[src/rtl/msa_pkg.sv]
// Shared types and constants of the max-distance slot allocator.
// Holds the controller states, the result select codes and the command and
// status structs that join the controller and the datapath. No dependencies.
`timescale 1ns / 1ps
`default_nettype none

package msa_pkg;

    // Fixed field widths of the channels
    localparam int ID_W       = 10;
    localparam int SLOT_OUT_W = 11;
    localparam int LOT_W      = 11;

    // Storage defaults
    localparam int NUM_SLOTS_DEF   = 1024;
    localparam int NUM_CLIENTS_DEF = 1024;

    localparam logic [LOT_W-1:0] LOT_SIZE_RESET = LOT_W'(1024);

    // Request opcode
    localparam logic CMD_LEAVE = 1'b1;

    typedef enum logic [2:0] {
        ST_CLEAR,
        ST_IDLE,
        ST_READ,
        ST_LOOKUP,
        ST_SCAN,
        ST_DRAIN,
        ST_FINAL
    } t_state;

    typedef enum logic [1:0] {
        RES_NONE,
        RES_HELD,
        RES_PICK
    } t_res_sel;

    typedef struct packed {
        logic     clr_en;
        logic     req_ready;
        logic     scan_start;
        logic     scan_issue;
        logic     leave_wr;
        logic     park_wr;
        logic     res_load;
        t_res_sel res_sel;
    } t_dp_cmd;

    typedef struct packed {
        logic clr_last;
        logic req_valid;
        logic is_leave;
        logic id_ok;
        logic held_nz;
        logic scan_last;
        logic pick_nz;
        logic out_free;
    } t_dp_stat;

endpackage

`default_nettype wire

[src/rtl/msa_ctrl.sv]
// Controller of the slot allocator: sequences clear, lookup, scan and result.
// Depends on msa_pkg for the state enum and the command/status structs.
`timescale 1ns / 1ps
`default_nettype none

module msa_ctrl (
    input  logic               i_clk,
    input  logic               i_rst_n,
    input  msa_pkg::t_dp_stat  i_stat,
    output msa_pkg::t_dp_cmd   o_cmd
);
    import msa_pkg::*;

    t_state r_state;
    t_state n_state;

    // Arrive of an unparked, valid id needs a scan
    logic need_scan;
    assign need_scan = i_stat.id_ok && !i_stat.is_leave && !i_stat.held_nz;

    always_ff @(posedge i_clk) begin
        if (!i_rst_n) begin
            r_state <= ST_CLEAR;
        end else begin
            r_state <= n_state;
        end
    end

    always_comb begin
        n_state = r_state;
        unique case (r_state)
            ST_CLEAR: begin
                if (i_stat.clr_last) n_state = ST_IDLE;
            end
            ST_IDLE: begin
                if (i_stat.req_valid) n_state = ST_READ;
            end
            ST_READ: begin
                n_state = ST_LOOKUP;
            end
            ST_LOOKUP: begin
                if (need_scan) begin
                    n_state = ST_SCAN;
                end else if (i_stat.out_free) begin
                    n_state = ST_IDLE;
                end
            end
            ST_SCAN: begin
                if (i_stat.scan_last) n_state = ST_DRAIN;
            end
            ST_DRAIN: begin
                n_state = ST_FINAL;
            end
            ST_FINAL: begin
                if (i_stat.out_free) n_state = ST_IDLE;
            end
            default: begin
                n_state = ST_CLEAR;
            end
        endcase
    end

    always_comb begin
        o_cmd = '0;
        o_cmd.res_sel = RES_NONE;
        unique case (r_state)
            ST_CLEAR: begin
                o_cmd.clr_en = 1'b1;
            end
            ST_IDLE: begin
                o_cmd.req_ready = 1'b1;
            end
            ST_READ: begin
            end
            ST_LOOKUP: begin
                if (need_scan) begin
                    o_cmd.scan_start = 1'b1;
                end else if (i_stat.out_free) begin
                    o_cmd.res_load = 1'b1;
                    o_cmd.leave_wr = i_stat.id_ok && i_stat.is_leave;
                    if (i_stat.id_ok && !i_stat.is_leave) begin
                        o_cmd.res_sel = RES_HELD;
                    end
                end
            end
            ST_SCAN: begin
                o_cmd.scan_issue = 1'b1;
            end
            ST_DRAIN: begin
            end
            ST_FINAL: begin
                if (i_stat.out_free) begin
                    o_cmd.res_load = 1'b1;
                    o_cmd.res_sel  = RES_PICK;
                    o_cmd.park_wr  = i_stat.pick_nz;
                end
            end
            default: begin
            end
        endcase
    end

endmodule

`default_nettype wire

[config.mk]
export PLATFORM = sky130hd
export DESIGN_NAME = msa_ctrl
export DESIGN_NICKNAME = d
export VERILOG_FILES = /design/src/rtl/msa_pkg.sv /design/src/rtl/msa_ctrl.sv
export SDC_FILE = /design/constraint.sdc
export NUM_CORES = 1
export LEC_CHECK = 0
export ABC_AREA = 1
export BUFFER_PORTS_ARGS = -buffer_cell sky130_fd_sc_hd__buf_2
export CELL_PAD_IN_SITES_DETAIL_PLACEMENT = 1
export CELL_PAD_IN_SITES_GLOBAL_PLACEMENT = 2
export CORE_ASPECT_RATIO = 0.75
export CORE_MARGIN = 1
export CORE_UTILIZATION = 16
export DETAILED_ROUTE_END_ITERATION = 6
export GPL_TIMING_DRIVEN = 1
export PLACE_DENSITY = 0.79
export SKIP_LAST_GASP = 1
export SLEW_MARGIN = 10
export SYNTH_ARGS = -nofsm -noshare
export SYNTH_HDL_FRONTEND = slang
export SYNTH_SLANG_ARGS = --single-unit
export TNS_END_PERCENT = 20
[constraint.sdc]
create_clock -name i_clk -period 1.05 [get_ports i_clk]
set_input_delay 0.21 -clock i_clk [delete_from_list [all_inputs] [get_ports i_clk]]
set_output_delay 0.21 -clock i_clk [all_outputs]
set_load 0.02 [all_outputs]
==> results.toml <==
[timing]
finalClockSkew_ns = 0.00378
min_period_ns = 1.41
timing.final.crit_share_pct = 134
max_freq_mhz = 712
fin_ws_ns = -0.355
setup_viol = 11
slew_violations = 0
slew_headroom_pct = 81.5
hold_violations = 0
worstMarginPinSlew_ns = 0.276
rsz0062_at_grt = "true"

[layout]
area_growth_pct = 68.8
nNetsFinal = 98
fin_area_sq_um = 574
largest_reg_flops = 3
final_cell_mix = "buf_2 (15), inv_1 (12), buf_4 (11)"
regMostFlops = "r_state"
top_regs = "r_state x3"
final_common_cell = "buf_2"
drive_gt1_share_pct = 52.9
diodes = 0
n_fill_cell = 269

[job]
maxCapViolCount = 0

[route]
first_pass_iters = 4
postRouteAntennaNets = 0
routedWlPerCell_microns = 8.92
vias = 432
drc = 0
vias_per_cell = 3.89
drt_iter0_drc = 4
wl_microns = 990

[critical_path]
r2r_slack_ns = -0.13
endpoint_kind = "output port"
cp-startpoint = "r_state[1]"
required_ns = 0.84
critPathArrivalTime_ns = 1.20
reg2reg_from = "r_state[2]"
r2r-end = "r_state[0]"
r2r_cells = 7
start_kind = "flop"
critical_path_class = "flop to output port"
crit_fanout = 3

[synthesis]
ys_ff_latch = 3
syn_inst = 59
yosysWarnings = 0
seq_area_frac_synth_pct = 17.6
syn_avg_cell_area_sq_um = 5.77
post_synth_num_cell_types = 17
syn_nets = 69
synth_area_sq_um = 340

[clocking]
numCtsBuffers = 3
cts_hold_buf = 0
clock-sinks = 3
insertion_delay_ns = 0.23
clk_path_buf_depth = 2
cts_root_buf = "clkbuf_4"
htreeDepth = 1
cts_tree = "built"
path_clk_slew_ns = 0.04
cts_setup_buffers = 0

[global_routing]
grt_max_degree = 8
grt_pass1_vias = 420
grt_pass1_wl_microns = 1740
grt_usage_pct = 9.43
overflow = 0
antenna_found_initial = 0

[floorplan]
die_h_microns = 41.9
core_sq_mm = 0.00200
fp.dieW_microns = 55.3
rows = 14
initial_core_util_pct = 17.0
boundaryPins = 19
dieArea_sq_mm = 0.00232

[placement]
io_buffers = 18
dpl_cell_area_sq_um = 537
hpwlAfterDp_microns = 838
post-place-ws_ns = -0.162
place_congestion = 0.763

[hold_path]
holdPathStages = 3
whs_endpoint = "r_state[1]"
hold_path_startpoint = "i_rst_n"
hp-class = "input pin to flop"

[pwr]
ir_drop_mv = 0.289
p_per_area_mw_per_mm2 = 956
p_leak_nw = 0.307

[status]
status = "finished with violations"
violations = "negative setup slack"
==> layout make-up <==
class	instances	area [sq um]	area share, %
multi-input cells	39	240	41.8
inverters	15	56.3	9.80
repair buffers	26	158	27.5
well taps	24	30.0	5.23
flip-flops and latches	3	63.8	11.1
clock buffers	4	26.3	4.58
==> where the power goes <==
group          leakage, nW  internal (W)  switching [W]
Clock               0.0150      0.000142      0.0000568
Combinational        0.267     0.0000886       0.000128
Sequential          0.0258      0.000126     0.00000743
Total                0.307      0.000357       0.000192
==> cell usage after synthesis <==
cell	instances	area [sq um]
or2_1	1	6.26
nand3b_1	1	7.51
inv_1	13	48.8
nor2_1	8	30.0
nand2_1	9	33.8
nor2_2	3	18.8
dfxtp_1	3	60.1
nor3_1	2	10.0
a21oi_1	4	20.0
nand2_2	1	6.26
inv_2	2	7.51
buf_6	2	22.5
nor4_1	2	12.5
o21ai_1	1	5.00
nand3_2	2	20.0
nor2_4	1	11.3
nand3_1	4	20.0
==> worst max-delay path: stages, from the launching register on <==
cell and delay, ns:
dfxtp_2 0.33, nand2_2 0.07, nor2_4 0.11, inv_2 0.06
or2_1 0.23, inv_2 0.05, buf_4 0.12
==> timing repair <==
action	in CTS	in global routing
pin swaps	1	0
resized for setup	6	0
endpoints found under the setup margin	12	12
==> stage by stage <==
stage	hold WS, ns	util, %	power (W)	std cells	TNS, ns
floorplan	0.370	-	0.000284	59	-0.677
global placement	0.471	26.9	0.000347	107	-0.983
detailed placement	0.480	26.9	0.000350	107	-1.22
CTS	0.235	28.8	0.000563	111	-3.11
global route	0.268	28.8	0.000591	111	-3.82
finish	0.238	28.8	0.000549	111	-2.95
==> logic make-up (layout without fill, tap and decap cells) <==
family,after synthesis,after routing,share of synthesized area [%]
and+or+nand+nor,34,34,51.8
buffers and inverters,17,45,23.2
AOI/OAI and AO/OA,5,5,7.35
DFF,3,3,17.6
==> worst max-delay path by stage <==
stage	slack [ns]	to	depth (start not counted)
2_1_floorplan	-0.14	o_cmd[0]	5
3_3_place_gp	-0.15	o_cmd[2]	5
3_5_place_dp	-0.16	o_cmd[6]	6
4_1_cts	-0.37	o_cmd[6]	6
5_1_grt	-0.42	o_cmd[0]	5
6_report	-0.36	o_cmd[6]	6
==> routing by layer <==
metal | global-route usage [%] | share of wire [%]
met1 | 12.7 | 49
met4 | 4.50 | 0
met5 | 0 | 0
met2 | 14.5 | 45
met3 | 1.87 | 6.4
(Power assumes the default switching activity.)
